### src/rtl/sqw_pkg.sv
`timescale 1ns / 1ps
// ----------------------------------------------------------------------------
// sqw_pkg
// Shared types, codes and tables for the square-wave sound channel.
// ----------------------------------------------------------------------------
package sqw_pkg;

  typedef enum logic [1:0] {
    OP_WRITE  = 2'd0,
    OP_TICK   = 2'd1,
    OP_LENGTH = 2'd2,
    OP_ENV    = 2'd3
  } sqw_op_t;

  localparam logic [2:0] REG_DUTY = 3'd1;
  localparam logic [2:0] REG_ENV  = 3'd2;
  localparam logic [2:0] REG_LO   = 3'd3;
  localparam logic [2:0] REG_HI   = 3'd4;

  typedef enum logic [2:0] {
    CMD_NOP,
    CMD_WR_DUTY,
    CMD_WR_ENV,
    CMD_WR_LO,
    CMD_WR_HI,
    CMD_TICK,
    CMD_LENGTH,
    CMD_ENV
  } sqw_kind_t;

  typedef struct packed {
    sqw_kind_t  kind;
    logic [7:0] data;
  } sqw_cmd_t;

  localparam int QUEUE_DEPTH = 4;
  localparam int QPTR_W      = $clog2(QUEUE_DEPTH);
  localparam int QCNT_W      = $clog2(QUEUE_DEPTH + 1);

  localparam int TIMER_W  = 14;
  localparam int TONE_W   = 11;
  localparam int LEN_W    = 7;
  localparam logic [LEN_W-1:0] LEN_FULL = 7'd64;

  function automatic logic duty_bit(input logic [1:0] sel, input logic [2:0] pos);
    logic [7:0] pat;
    case (sel)
      2'd0:    pat = 8'h80;
      2'd1:    pat = 8'h81;
      2'd2:    pat = 8'hE1;
      default: pat = 8'h7E;
    endcase
    return pat[pos];
  endfunction

endpackage

### src/rtl/sqw_front.sv
`timescale 1ns / 1ps
// ----------------------------------------------------------------------------
// sqw_front
// Accept input requests and classify them into channel commands.
// ----------------------------------------------------------------------------
module sqw_front (
  input  logic              in_valid,
  output logic              in_stall,
  input  logic [1:0]        in_op,
  input  logic [2:0]        in_reg_index,
  input  logic [7:0]        in_write_value,
  input  logic              q_full,
  output logic              push,
  output sqw_pkg::sqw_cmd_t cmd
);
  import sqw_pkg::*;

  assign in_stall = q_full;
  assign push     = in_valid && !q_full;

  always_comb begin
    cmd.data = in_write_value;
    case (sqw_op_t'(in_op))
      OP_WRITE: begin
        case (in_reg_index)
          REG_DUTY: cmd.kind = CMD_WR_DUTY;
          REG_ENV:  cmd.kind = CMD_WR_ENV;
          REG_LO:   cmd.kind = CMD_WR_LO;
          REG_HI:   cmd.kind = CMD_WR_HI;
          default:  cmd.kind = CMD_NOP;
        endcase
      end
      OP_TICK:   cmd.kind = CMD_TICK;
      OP_LENGTH: cmd.kind = CMD_LENGTH;
      default:   cmd.kind = CMD_ENV;
    endcase
  end

endmodule

### src/rtl/sqw_queue.sv
`timescale 1ns / 1ps
// ----------------------------------------------------------------------------
// sqw_queue
// Short command queue between the front and back parts.
// ----------------------------------------------------------------------------
module sqw_queue (
  input  logic              clk,
  input  logic              rst_n,
  input  logic              push,
  input  sqw_pkg::sqw_cmd_t push_cmd,
  output logic              full,
  output logic              q_valid,
  input  logic              pop,
  output sqw_pkg::sqw_cmd_t pop_cmd
);
  import sqw_pkg::*;

  sqw_cmd_t            slot_r [QUEUE_DEPTH];
  logic [QPTR_W-1:0]   wr_ptr_r, wr_ptr_nxt;
  logic [QPTR_W-1:0]   rd_ptr_r, rd_ptr_nxt;
  logic [QCNT_W-1:0]   count_r,  count_nxt;

  assign full    = (count_r == QCNT_W'(QUEUE_DEPTH));
  assign q_valid = (count_r != '0);
  assign pop_cmd = slot_r[rd_ptr_r];

  always_comb begin
    wr_ptr_nxt = push ? wr_ptr_r + 1'b1 : wr_ptr_r;
    rd_ptr_nxt = pop  ? rd_ptr_r + 1'b1 : rd_ptr_r;
    count_nxt  = count_r + QCNT_W'(push) - QCNT_W'(pop);
  end

  always_ff @(posedge clk) begin
    if (!rst_n) begin
      wr_ptr_r <= '0;
      rd_ptr_r <= '0;
      count_r  <= '0;
    end else begin
      wr_ptr_r <= wr_ptr_nxt;
      rd_ptr_r <= rd_ptr_nxt;
      count_r  <= count_nxt;
    end
  end

  always_ff @(posedge clk) begin
    if (push) begin
      slot_r[wr_ptr_r] <= push_cmd;
    end
  end

`ifndef SYNTH
  a_count_bound: assert property (@(posedge clk) disable iff (!rst_n)
    count_r <= QCNT_W'(QUEUE_DEPTH))
    else $error("queue count beyond depth");
  a_ptr_gap: assert property (@(posedge clk) disable iff (!rst_n)
    (count_r == '0 || full) |-> (wr_ptr_r == rd_ptr_r))
    else $error("queue pointers disagree with count");
  a_pop_nonempty: assert property (@(posedge clk) disable iff (!rst_n)
    pop |-> q_valid)
    else $error("pop from empty queue");
`endif

endmodule

### src/rtl/sqw_back.sv
`timescale 1ns / 1ps
// ----------------------------------------------------------------------------
// sqw_back
// Channel state: apply commands, form the sample and hold the result.
// ----------------------------------------------------------------------------
module sqw_back (
  input  logic              clk,
  input  logic              rst_n,
  input  logic              q_valid,
  input  sqw_pkg::sqw_cmd_t cmd,
  output logic              pop,
  output logic              out_valid,
  input  logic              out_stall,
  output logic [3:0]        out_sample,
  output logic              out_length_active
);
  import sqw_pkg::*;

  logic [TIMER_W-1:0] timer_r,   timer_nxt;
  logic [2:0]         wave_r,    wave_nxt;
  logic [1:0]         duty_r,    duty_nxt;
  logic [LEN_W-1:0]   len_r,     len_nxt;
  logic               dac_r,     dac_nxt;
  logic [3:0]         svol_r,    svol_nxt;
  logic [3:0]         vol_r,     vol_nxt;
  logic               rise_r,    rise_nxt;
  logic [2:0]         eper_r,    eper_nxt;
  logic [3:0]         ecnt_r,    ecnt_nxt;
  logic [TONE_W-1:0]  tone_r,    tone_nxt;
  logic               len_on_r,  len_on_nxt;
  logic               ch_on_r,   ch_on_nxt;
  logic               erun_r,    erun_nxt;
  logic               ovalid_r,  ovalid_nxt;
  logic [3:0]         osmp_r,    osmp_nxt;
  logic               olen_r,    olen_nxt;
  logic [TIMER_W-1:0] reload_cur;

  assign pop        = q_valid && (!ovalid_r || !out_stall);
  assign out_valid  = ovalid_r;
  assign out_sample = osmp_r;
  assign out_length_active = olen_r;

  assign reload_cur = {12'd2048 - {1'b0, tone_r}, 2'b00};

  always_comb begin
    logic [TONE_W-1:0] tone_hi;
    logic [3:0]        vol_env;
    tone_hi    = {cmd.data[2:0], tone_r[7:0]};
    vol_env    = vol_r;
    timer_nxt  = timer_r;
    wave_nxt   = wave_r;
    duty_nxt   = duty_r;
    len_nxt    = len_r;
    dac_nxt    = dac_r;
    svol_nxt   = svol_r;
    vol_nxt    = vol_r;
    rise_nxt   = rise_r;
    eper_nxt   = eper_r;
    ecnt_nxt   = ecnt_r;
    tone_nxt   = tone_r;
    len_on_nxt = len_on_r;
    ch_on_nxt  = ch_on_r;
    erun_nxt   = erun_r;
    if (pop) begin
      case (cmd.kind)
        CMD_WR_DUTY: begin
          duty_nxt = cmd.data[7:6];
          len_nxt  = LEN_FULL - {1'b0, cmd.data[5:0]};
        end
        CMD_WR_ENV: begin
          dac_nxt  = (cmd.data[7:3] != 5'd0);
          svol_nxt = cmd.data[7:4];
          vol_nxt  = cmd.data[7:4];
          rise_nxt = cmd.data[3];
          eper_nxt = cmd.data[2:0];
          ecnt_nxt = {1'b0, cmd.data[2:0]};
        end
        CMD_WR_LO: begin
          tone_nxt = {tone_r[10:8], cmd.data};
        end
        CMD_WR_HI: begin
          tone_nxt   = tone_hi;
          len_on_nxt = cmd.data[6];
          if (cmd.data[7]) begin
            ch_on_nxt = 1'b1;
            if (len_r == '0) begin
              len_nxt = LEN_FULL;
            end
            timer_nxt = {12'd2048 - {1'b0, tone_hi}, 2'b00};
            vol_nxt   = svol_r;
            ecnt_nxt  = {1'b0, eper_r};
            erun_nxt  = 1'b1;
          end
        end
        CMD_TICK: begin
          if (timer_r <= TIMER_W'(1)) begin
            timer_nxt = reload_cur;
            wave_nxt  = wave_r + 3'd1;
          end else begin
            timer_nxt = timer_r - 1'b1;
          end
        end
        CMD_LENGTH: begin
          if (len_on_r && len_r != '0) begin
            len_nxt = len_r - 1'b1;
            if (len_r == LEN_W'(1)) begin
              ch_on_nxt = 1'b0;
            end
          end
        end
        CMD_ENV: begin
          if (erun_r) begin
            if (ecnt_r <= 4'd1) begin
              ecnt_nxt = (eper_r != 3'd0) ? {1'b0, eper_r} : 4'd8;
              if (eper_r != 3'd0) begin
                if (rise_r && vol_r != 4'd15) begin
                  vol_env = vol_r + 4'd1;
                end else if (!rise_r && vol_r != 4'd0) begin
                  vol_env = vol_r - 4'd1;
                end
              end
              vol_nxt = vol_env;
              if (vol_env == 4'd0 || vol_env == 4'd15) begin
                erun_nxt = 1'b0;
              end
            end else begin
              ecnt_nxt = ecnt_r - 4'd1;
            end
          end
        end
        default: begin
        end
      endcase
    end
  end

  always_comb begin
    osmp_nxt   = osmp_r;
    olen_nxt   = olen_r;
    ovalid_nxt = ovalid_r && out_stall;
    if (pop) begin
      ovalid_nxt = 1'b1;
      osmp_nxt   = (ch_on_nxt && dac_nxt && duty_bit(duty_nxt, wave_nxt)) ? vol_nxt : 4'd0;
      olen_nxt   = (len_nxt != '0) || !len_on_nxt;
    end
  end

  always_ff @(posedge clk) begin
    if (!rst_n) begin
      timer_r  <= TIMER_W'(8192);
      wave_r   <= '0;
      duty_r   <= '0;
      len_r    <= '0;
      dac_r    <= 1'b0;
      svol_r   <= '0;
      vol_r    <= '0;
      rise_r   <= 1'b0;
      eper_r   <= '0;
      ecnt_r   <= '0;
      tone_r   <= '0;
      len_on_r <= 1'b0;
      ch_on_r  <= 1'b0;
      erun_r   <= 1'b0;
      ovalid_r <= 1'b0;
    end else begin
      timer_r  <= timer_nxt;
      wave_r   <= wave_nxt;
      duty_r   <= duty_nxt;
      len_r    <= len_nxt;
      dac_r    <= dac_nxt;
      svol_r   <= svol_nxt;
      vol_r    <= vol_nxt;
      rise_r   <= rise_nxt;
      eper_r   <= eper_nxt;
      ecnt_r   <= ecnt_nxt;
      tone_r   <= tone_nxt;
      len_on_r <= len_on_nxt;
      ch_on_r  <= ch_on_nxt;
      erun_r   <= erun_nxt;
      ovalid_r <= ovalid_nxt;
    end
  end

  always_ff @(posedge clk) begin
    osmp_r <= osmp_nxt;
    olen_r <= olen_nxt;
  end

`ifndef SYNTH
  a_len_bound: assert property (@(posedge clk) disable iff (!rst_n)
    len_r <= LEN_FULL)
    else $error("length counter beyond 64");
  a_sample_gated: assert property (@(posedge clk) disable iff (!rst_n)
    (ovalid_r && osmp_r != 4'd0) |-> (ch_on_r && dac_r && osmp_r == vol_r))
    else $error("sample driven while channel or DAC off");
  a_env_stop: assert property (@(posedge clk) disable iff (!rst_n)
    (pop && cmd.kind == CMD_ENV && erun_r && ecnt_r <= 4'd1 && eper_r != 3'd0)
      |=> (!erun_r || (vol_r != 4'd0 && vol_r != 4'd15)))
    else $error("envelope kept running at a volume limit");
  a_len_active: assert property (@(posedge clk) disable iff (!rst_n)
    (ovalid_r && !olen_r) |-> (len_on_r && len_r == '0))
    else $error("length status disagrees with counter");
`endif

endmodule

### src/rtl/square_wave_sound_channel.sv
`timescale 1ns / 1ps
// ----------------------------------------------------------------------------
// square_wave_sound_channel
// Square-wave channel with duty patterns, length counter and volume envelope.
// ----------------------------------------------------------------------------
// A request is written into a queue slot when it is accepted; the back part
// then pops it into the registered state and output (queue slot, then state
// update). Throughput: 1 request per cycle while in_stall is low.
// The 4-entry command queue absorbs output stalls before in_stall rises.
// Reset (rst_n low, synchronous): channel state to power-on values, queue
// and output emptied. No clearing pass.
module square_wave_sound_channel (
  input  logic       clk,
  input  logic       rst_n,
  input  logic       in_valid,
  output logic       in_stall,
  input  logic [1:0] in_op,
  input  logic [2:0] in_reg_index,
  input  logic [7:0] in_write_value,
  output logic       out_valid,
  input  logic       out_stall,
  output logic [3:0] out_sample,
  output logic       out_length_active
);
  import sqw_pkg::*;

  sqw_cmd_t front_cmd;
  sqw_cmd_t back_cmd;
  logic     push;
  logic     q_full;
  logic     q_valid;
  logic     pop;

  sqw_front u_front (
    .in_valid       (in_valid),
    .in_stall       (in_stall),
    .in_op          (in_op),
    .in_reg_index   (in_reg_index),
    .in_write_value (in_write_value),
    .q_full         (q_full),
    .push           (push),
    .cmd            (front_cmd)
  );

  sqw_queue u_queue (
    .clk      (clk),
    .rst_n    (rst_n),
    .push     (push),
    .push_cmd (front_cmd),
    .full     (q_full),
    .q_valid  (q_valid),
    .pop      (pop),
    .pop_cmd  (back_cmd)
  );

  sqw_back u_back (
    .clk               (clk),
    .rst_n             (rst_n),
    .q_valid           (q_valid),
    .cmd               (back_cmd),
    .pop               (pop),
    .out_valid         (out_valid),
    .out_stall         (out_stall),
    .out_sample        (out_sample),
    .out_length_active (out_length_active)
  );

endmodule
### config.mk
export PLATFORM = sky130hd
export DESIGN_NAME = square_wave_sound_channel
export DESIGN_NICKNAME = d
export VERILOG_FILES = /design/src/rtl/sqw_pkg.sv /design/src/rtl/sqw_front.sv /design/src/rtl/sqw_queue.sv /design/src/rtl/sqw_back.sv /design/src/rtl/square_wave_sound_channel.sv
export SDC_FILE = /design/constraint.sdc
export NUM_CORES = 1
export LEC_CHECK = 0
export BUFFER_PORTS_ARGS = -buffer_cell sky130_fd_sc_hd__buf_4
export CORE_ASPECT_RATIO = 0.7
export CORE_MARGIN = 1
export CORE_UTILIZATION = 45
export CTS_CLUSTER_DIAMETER = 200
export CTS_CLUSTER_SIZE = 40
export DETAILED_ROUTE_END_ITERATION = 10
export SLEW_MARGIN = 20
export SYNTH_ARGS = -nofsm -noshare
export SYNTH_HDL_FRONTEND = slang
export SYNTH_SLANG_ARGS = --single-unit
### constraint.sdc
create_clock -name clk -period 4.9 [get_ports clk]
set_input_delay 0.735 -clock clk [delete_from_list [all_inputs] [get_ports clk]]
set_output_delay 0.735 -clock clk [all_outputs]
set_load 0.03 [all_outputs]
Yosys cells after proc, flatten, opt, wreduce, memory -nomap -nowiden --
Memory sizes are Yosys's and may differ from the RTL's. A register that Yosys moved wholly into a read port is not among the register bits. Cells that the tools add are included.
Cells by class: eq/ne operators 21, add/subtract/negate cells 13, bitwise operators 2, magnitude comparators 3, reduce and logical (&&, ||, !) cells 35, multiplexer cells 56
Operators by type and width (number):
- 4-bit two-way mux | 15
- 14-bit two-way mux | 2
- 7-bit two-way mux | 4
- 14-bit case mux with 2 select lines | 1
- 4-bit case mux with 3 select lines | 2
- 8-bit case mux with 3 select lines | 1
- 12-bit by 11-bit subtractor with 12-bit output (first input constant) | 2
- 11-bit case mux with 2 select lines | 1
- 7-bit case mux with 3 select lines | 1
- 3-bit equality test (second input constant) | 6
- 1-bit two-way mux | 16
- 14-bit by 1-bit less-or-equal comparator with 1-bit output (second input constant) | 1
- 7-bit nonzero test | 2
- 14-bit by 1-bit subtractor with 14-bit output (second input constant) | 1
- 3-bit by 2-bit equality test with 1-bit output (second input constant) | 4
- 3-bit case mux with 4 select lines | 1
- 3-bit AND reduction | 4
- 3-bit two-way mux | 3
- 3-bit case mux with 3 select lines | 1
- 3-bit nonzero test | 3
- 1-bit logical AND | 8
- 2-bit two-way mux | 4
- 8-bit two-way mux | 1
- 4-bit by 1-bit subtractor with 4-bit output (second input constant) | 2
- other kinds (29) | 44
Word-level totals: register bits 70, memories 1, memory bits (writable) 44, logic and storage cells 152, output and inout port bits 7, input bits 17
Memory list:
- u_queue.slot_r | words 4, width 11, rd ports 1, clocked after memory_dff 1, write ports 1, RTL line sqw_queue.sv:18 | sqw_cmd_t slot_r [QUEUE_DEPTH];

Depth between registers and ports, before layout --
Gate-level depths: netlist of the first run.
depth in word-level cells 15, depth in mapped cells 12, mapped depth without buffers 11

By module --
From an unflattened synthesis of the first run, not the netlist that was laid out.
Second synthesis, totals: cell total of the unflattened synthesis 671, area, all modules 6407.4 µm²
By module, submodules not included:
- sqw_back | sequential area each 1311.3 µm², times used 1, area an instance 4214.0 µm², cells each 551
- sqw_queue | sequential area each 1501.4 µm², times used 1, area an instance 2033.2 µm², cells each 100
- sqw_front | sequential area each 0.0 µm², times used 1, area an instance 160.2 µm², cells each 20

Worst setup path before layout of the first run --
No wires, ideal clock.
path type reg-to-reg, from register (tool-made name), to register u_back.osmp_r[0] (netlist: u_back.out_sample[0]) (data pin), buffers on the path 0, stages on the path, launching flop included 10, arrival time 2.791 ns, setup time 0.270 ns, clock period less this slack 3.061 ns, slack 1.839 ns, data required time 4.630 ns, cell sequence dfxtp_1 -> mux4_2 -> nor3b_4 -> nand2_1 -> mux2_2 -> ha_1 -> nor4_1 -> a31o_1 -> o41ai_4 -> nor3_1
RTL lines:
- end signal: assignment | RTL line sqw_back.sv:185 | osmp_r <= osmp_nxt;
- end: declaration | RTL line sqw_back.sv:34 | logic [3:0] osmp_r, osmp_nxt;

==> results of run 1 <==
-- worst max-delay path, stage by stage (launching register included) --
cell and delay [ns]:
dfxtp_1 0.72, mux4_2 0.62, nor3b_4 0.40, nand2_1 0.28
mux2_2 0.37, ha_1 0.30, nor4_1 0.06, a31o_1 0.23
o41ai_4 0.38, nor3_1 0.11
-- placed cells by master, fill, tap and decap left out, drive strengths merged, types with 5 or more instances in the layout --
cell type / count
a211oi: 7
a21oi: 40
a31oi: 5
and2: 15
and3: 5
and4: 5
buf: 27
clkbuf: 17
dfxtp: 67
edfxtp: 49
ha: 22
inv: 39
mux2i: 29
mux4: 11
nand2: 36
nand2b: 6
nand3: 16
nand3b: 5
nand4: 7
nor2: 84
nor2b: 9
nor3: 24
nor4: 9
o21ai: 29
o22ai: 6
or3: 6
or4: 5
xnor2: 15
xor2: 7
-- layer usage --
metal  track usage, %  vias to the layer above  routed length, um
met5                0                        -                  0
met4             8.92                        0                240
met3             4.32                       27                948
met2             35.4                      174               6940
met1             33.2                     2430               7590
li1                 -                     2425                  -
-- report_power, final --
group          internal, mW  switching [mW]  total [mW]
clock                 0.681           0.530        1.21
combinational         0.778            1.27        2.05
sequential             1.20           0.168        1.37
-- registers in the layout (all words and copies together), names as in the netlist, 4 cells and up, named ones only --
name and cells:
u_back.len_r 7, u_back.timer_r 14, u_back.ecnt_r 4, u_back.svol_r 4, u_back.vol_r 4, u_queue.slot_r 44, u_back.tone_r 11, u_back.out_sample 4
-- final timing paths --
kind,from,cells after the start,slack [ns],to
hold / removal,u_back.timer_r[8]$_SDFFE_PN0P_,2,0.50,u_back.timer_r[8]$_SDFFE_PN0P_
setup reg to reg,flip-flop,9,1.14,u_back.out_sample[1]$_SDFFCE_PN0P_
setup / recovery,flip-flop,9,1.14,u_back.out_sample[1]$_SDFFCE_PN0P_
hold reg to reg,u_back.timer_r[8]$_SDFFE_PN0P_,2,0.50,u_back.timer_r[8]$_SDFFE_PN0P_
-- logic make-up after synthesis --
family | count (synthesis)
multiplexers | 43
adder cells (fa/ha/maj) | 23
AND/OR/NAND/NOR | 248
buffers and inverters | 56
AO/OA/AOI/OAI | 136
flip-flops | 116
XOR/XNOR | 22
-- area by class of cell --
class	instances	area, sq um
repair buffers	27	203
inverters	30	113
fillers	1213	6180
well taps	185	231
clock buffers	17	425
clock inverters	15	163
multi-input cells	472	3270
flip-flops and latches	116	2810
-- metrics by stage --
stage	area, sq um	worst slack [ns]	cells	util (%)	hold slack [ns]
4_1_cts	7220	1.16	862	53.9	0.493
2_1_floorplan	6310	1.84	644	-	0.458
3_5_place_dp	6630	1.17	830	49.5	0.482
5_1_grt	7220	0.860	862	53.9	0.503
6_report	7220	1.14	862	53.9	0.500
3_3_place_gp	6630	1.33	830	49.5	0.481
==> flow_summary_export.csv, run 1 <==
group,metric,value,unit
routing,via_count,5056,
logic_synthesis,yosysSeqAreaShare,44.6,%
timing,fin_crit,3.76,ns
placement,hpwlAfterDp,11000,um
logic_synthesis,ys_ff_latch,116,
logic_synthesis,synth_cell_type_count,77,
critical_path,startpoint_type,"flip-flop",
timing,worst_pin_slew,0.993,ns
layout,syn_to_final_growth,14.4,%
timing,clock.fmax,266,MHz
routing,dr.pass1.iters,6,
timing,drv_slew,0,
critical_path,required,5.06,ns
logic_synthesis,synthMuxAreaShare,9.06,%
layout,drive_above_1_share,12.9,%
routing,wire_per_inst,18.2,um
grt,grt_pass1_vias,4796,
floorplan,ios,24,
timing,rsz0062_at_grt,"no",
logic_synthesis,yosys_warnings,0,
logic_synthesis,synth_top_family_by_area,"simple AND/OR/NAND/NOR gates",
layout,diodes,0,
logic_synthesis,synth_edf_count,49,
logic_synthesis,synth_compound_area_share,14.3,%
timing,tns,0,ns
logic_synthesis,synthTopCellsByCount,"nor2_1, dfxtp_1, edfxtp_1, a21oi_1, nand2_1",
grt,antenna_found_initial,0,
grt,grt_use_total,23.4,%
logic_synthesis,synthMostInstantiatedCell,"nor2_1",
routing,drt_iter0_markers,444,
logic_synthesis,syn_inst,644,
timing,finalSetupViolations,0,
power_and_ir_drop,p_per_area,641,nW/um^2
routing,routed_wl,15700,um
logic_synthesis,synth_top_area_cell,"edfxtp_1",
grt,grt_pass1_wl,25400,um
timing,finalHoldViolCount,0,
cts,ctsResizeCount,0,
floorplan,core.rowCount,35,
logic_synthesis,netlist_area,6310,sq um
floorplan,core,13400,sq um
timing,period_share,76.7,%
floorplan,dieArea,14500,sq um
floorplan,die_w,144,um
power_and_ir_drop,p_leak,2.76,nW
cts,htree_levels,4,
cts,clock-sinks,116,
floorplan,dieHeight,101,um
cts,cts_tree,"yes",
logic_synthesis,synthArstFlopShare,0,%
floorplan,floorplan.initialDensity,47.1,%
power_and_ir_drop,vdd_drop_max,0.318,mV
critical_path,cp-end-kind,"flip-flop",
logic_synthesis,synth-simple-area-share,20.7,%
grt,overflow,0,
worst_hold_path,hold_class,"flip-flop to flip-flop",
cts,clock_tree.root_cell,"clkbuf_16",
routing,via_per_inst,5.87,
flow_run,cap_viol_max_count,0,
power_and_ir_drop,finalPower,4.63,mW
cts,clk-insertion-delay-late,0.42,ns
timing,max-slew-margin-rel,33.8,%
cts,cts-hold-fix-buffers,0,
cts,post-cts-setup-buffers,0,
status,status,"finished, final reports clean",
logic_synthesis,yosys_most_used_dff,"dfxtp_1",
logic_synthesis,synth.area.top_cells,"edfxtp_1, dfxtp_1, nor2_1",
logic_synthesis,synth_xor_area_share,3.05,%
logic_synthesis,syn_avg_cell_area,9.80,sq um
routing,ant_nets,0,
routing,drc,0,
layout,nNetsFinal,704,
grt,grt_max_degree,40,
placement,port-buffer-count,23,
critical_path,worst_ep_arrival_time,3.91,ns
placement,place.gp.congestion,0.863,
timing,fin_skew,0.00804,ns
logic_synthesis,syn_nets,684,
critical_path,crit_path_max_fanout,24,
logic_synthesis,yosysTopAreaCellShare,23.3,%
cts,cts_buffers,17,
critical_path,crit_type,"flip-flop to flip-flop",
cts,clockBufferDepth,2,
logic_synthesis,synth_adder_area_share,4.68,%
cts,clk_pin_slew,0.06,ns
Note: power is estimated with default switching activity, not from simulation.
==> run 2: changes to the inputs <==
--- a/config.mk
+++ b/config.mk
@@ -5,6 +5,7 @@
 export SDC_FILE = /design/constraint.sdc
 export NUM_CORES = 1
 export LEC_CHECK = 0
+export ABC_AREA = 1
 export BUFFER_PORTS_ARGS = -buffer_cell sky130_fd_sc_hd__buf_4
 export CORE_ASPECT_RATIO = 0.7
 export CORE_MARGIN = 1
==> constraint.sdc (replaced) <==
create_clock -name clk -period 3.1 [get_ports clk]
set_input_delay 0.465 -clock clk [delete_from_list [all_inputs] [get_ports clk]]
set_output_delay 0.465 -clock clk [all_outputs]
set_load 0.03 [all_outputs]
==> flow_summary_export.csv, run 2 <==
group,metric,value,unit
timing,period_share,90.8,%
routing,wire_per_inst,14.9,um
placement,place.gp.congestion,0.892,
floorplan,dieArea,15200,sq um
placement,placed_cells,1058,
routing,dr.pass1.iters,5,
routing,ant_nets,0,
logic_synthesis,synthArstFlopShare,0,%
timing,fin_ws,0.284,ns
logic_synthesis,synth_edf_count,49,
timing,clock.fmax,355,MHz
floorplan,core,14100,sq um
routing,drc,0,
cts,clock-sinks,116,
logic_synthesis,yosys_most_used_dff,"dfxtp_1",
cts,htree_levels,4,
routing,via_per_inst,5.21,
cts,clockBufferDepth,2,
critical_path,crit_path_max_fanout,10,
critical_path,required,3.27,ns
timing,tns,0,ns
timing,fin_skew,0.00913,ns
critical_path,startpoint_type,"flip-flop",
grt,grt-busiest-layer,"met2",
logic_synthesis,synthMostInstantiatedCell,"nand2_1",
grt,grt_use_met1,31.9,%
cts,cts_buffers,17,
placement,hpwlAfterDp,11700,um
logic_synthesis,ys_ff_latch,116,
layout,largest_register,"u_queue.slot_r",
layout,largest_reg_flops,44,
floorplan,dieHeight,104,um
timing,rsz0062_at_grt,"no",
floorplan,floorplan.initialDensity,46.9,%
status,status,"finished, final reports clean",
logic_synthesis,synthTopCellsByCount,"nand2_1, inv_1, nor2_1, o21ai_0, dfxtp_1",
floorplan,die_w,147,um
layout,fillCellCount,1315,
power_and_ir_drop,finalPower,8.73,mW
grt,grt_use_total,22.8,%
layout,multiInputGateArea,3240,sq um
routing,via_count,5681,
cts,clk_pin_slew,0.06,ns
grt,grtUsageMet3,4.98,%
logic_synthesis,netlist_area,6630,sq um
placement,port-buffer-count,23,
logic_synthesis,syn_nets,891,
cts,cts_tree,"yes",
layout,syn_to_final_growth,14.5,%
logic_synthesis,synth.area.top_cells,"edfxtp_1, dfxtp_1, nand2_1",
routing,routed_wl,16200,um
placement,place_ws,0.187,ns
layout,seq_area,2820,sq um
flow_run,cap_viol_max_count,0,
cts,cts-hold-fix-buffers,0,
logic_synthesis,yosys_warnings,0,
floorplan,ios,24,
layout,reg_top3,"u_queue.slot_r x44, u_back.timer_r x14, u_back.tone_r x11",
logic_synthesis,yosysTopAreaCellShare,22.2,%
routing,drt_iter0_markers,403,
power_and_ir_drop,vdd_drop_max,0.563,mV
timing,finalSetupViolations,0,
timing,fin_crit,2.82,ns
critical_path,cp-end-kind,"flip-flop",
logic_synthesis,synth_cell_type_count,50,
logic_synthesis,synth_top_area_cell,"edfxtp_1",
timing,max-slew-margin-rel,48.9,%
logic_synthesis,yosysSeqAreaShare,42.4,%
grt,grt_use_met2,34.5,%
worst_hold_path,hold_class,"input pin to flip-flop",
layout,diodes,0,
grt,overflow,0,
layout,instances_no_fill,1090,
grt,grt_pass1_wl,27200,um
timing,worst_pin_slew,0.761,ns
floorplan,core.rowCount,36,
layout,final_cell_mix,"nand2_1, inv_1, nor2_1, o21ai_0, dfxtp_1",
layout,nNetsFinal,927,
critical_path,worst_ep_arrival_time,2.99,ns
logic_synthesis,syn_inst,851,
layout,drive_above_1_share,14.3,%
grt,antenna_found_initial,0,
cts,clk-insertion-delay-late,0.42,ns
grt,grt_max_degree,36,
critical_path,crit_type,"flip-flop to flip-flop",
timing,drv_slew,0,
power_and_ir_drop,p_leak,3.41,nW
cts,clock_tree.root_cell,"clkbuf_16",
timing,finalHoldViolCount,0,
power_and_ir_drop,p_per_area,1150,nW/um^2
grt,grt_pass1_vias,5440,
logic_synthesis,syn_avg_cell_area,7.79,sq um
layout,final_common_cell,"nand2_1",
run 2: cell count changes after synthesis, moves of 15 or more:
cell	before	now
a21oi_1	40	61
and2_1	15	0
o21ai_1	1	16
mux2i_1	29	0
nand3_1	15	42
inv_1	30	110
nand2_2	0	15
nor3_1	24	9
nand2_1	36	184
o21ai_0	28	72
run 2: path summary, 6_finish.rpt:
check	startpoint	end	slack [ns]	depth (start not counted)
min reg2reg	u_queue.rd_ptr_r[1]$_SDFFE_PN0P_	flip-flop	0.47	2
max reg2reg	flip-flop	u_back.out_sample[1]$_SDFFCE_PN0P_	0.28	20
max	flip-flop	u_back.out_sample[1]$_SDFFCE_PN0P_	0.28	20
min	in_write_value[7]	u_queue.slot_r[2][7]$_DFFE_PP_	0.24	1
run 2: power by group:
part           leakage, nW  switching (mW)  internal, mW
Clock                0.276           0.751          1.18
Combinational         2.14            3.07          1.47
Sequential           0.997           0.265          1.99
run 2: metal layers:
layer | wire length (um) | part of all wire (%)
met5 | 0 | 0
met4 | 269 | 1.7
met3 | 718 | 4.4
met2 | 7090 | 44
met1 | 8120 | 50
run 2: stage by stage:
| step | area, sq um | util, % | hold slack (ns) |
|---|---|---|---|
| 2_1_floorplan | 6630 | - | 0.436 |
| 3_3_place_gp | 7010 | 49.6 | 0.453 |
| 3_5_place_dp | 7010 | 49.6 | 0.461 |
| 4_1_cts | 7590 | 53.7 | 0.227 |
| 5_1_grt | 7600 | 53.7 | 0.226 |
| 6_report | 7600 | 53.7 | 0.241 |
run 2: cells by family after synthesis:
kind of cell	count (synthesis)	synth area share, %
buf+inv	138	8.72
simple gates	379	27.2
flops	116	42.4
xor+xnor	20	2.64
compound gates	175	14.6
fa+ha+maj	23	4.45
run 2: timing repair:
item / CTS / global route
setup endpoints to repair: 0 / 4
setup buffers: 0 / 0
resized for setup: 0 / 2
run 2: cell type report:
class	instances	area share, %
Clock buffer	17	5.60
Clock inverter	15	2.01
Inverter	119	5.95
Multi-Input combinational cell	597	42.7
Sequential cell	116	37.1
Tap cell	190	3.13
Timing Repair Buffer	36	3.56
run 2: worst max-delay path, cell delays in order, from the launching register on:
cell and delay [ns]:
dfxtp_4 0.38, inv_4 0.13, nand2_1 0.08, nand3_2 0.12, nand2_8 0.10, nand3_4 0.13, inv_2 0.07, nand2_2 0.12
inv_1 0.06, or2_2 0.26, o21ai_0 0.15, inv_1 0.09, ha_1 0.25, nor2_1 0.15, nand3_1 0.09, nand2_1 0.07
nand2_1 0.04, nand2_1 0.05, nand2_1 0.06, nand2_2 0.11, nor2_1 0.05
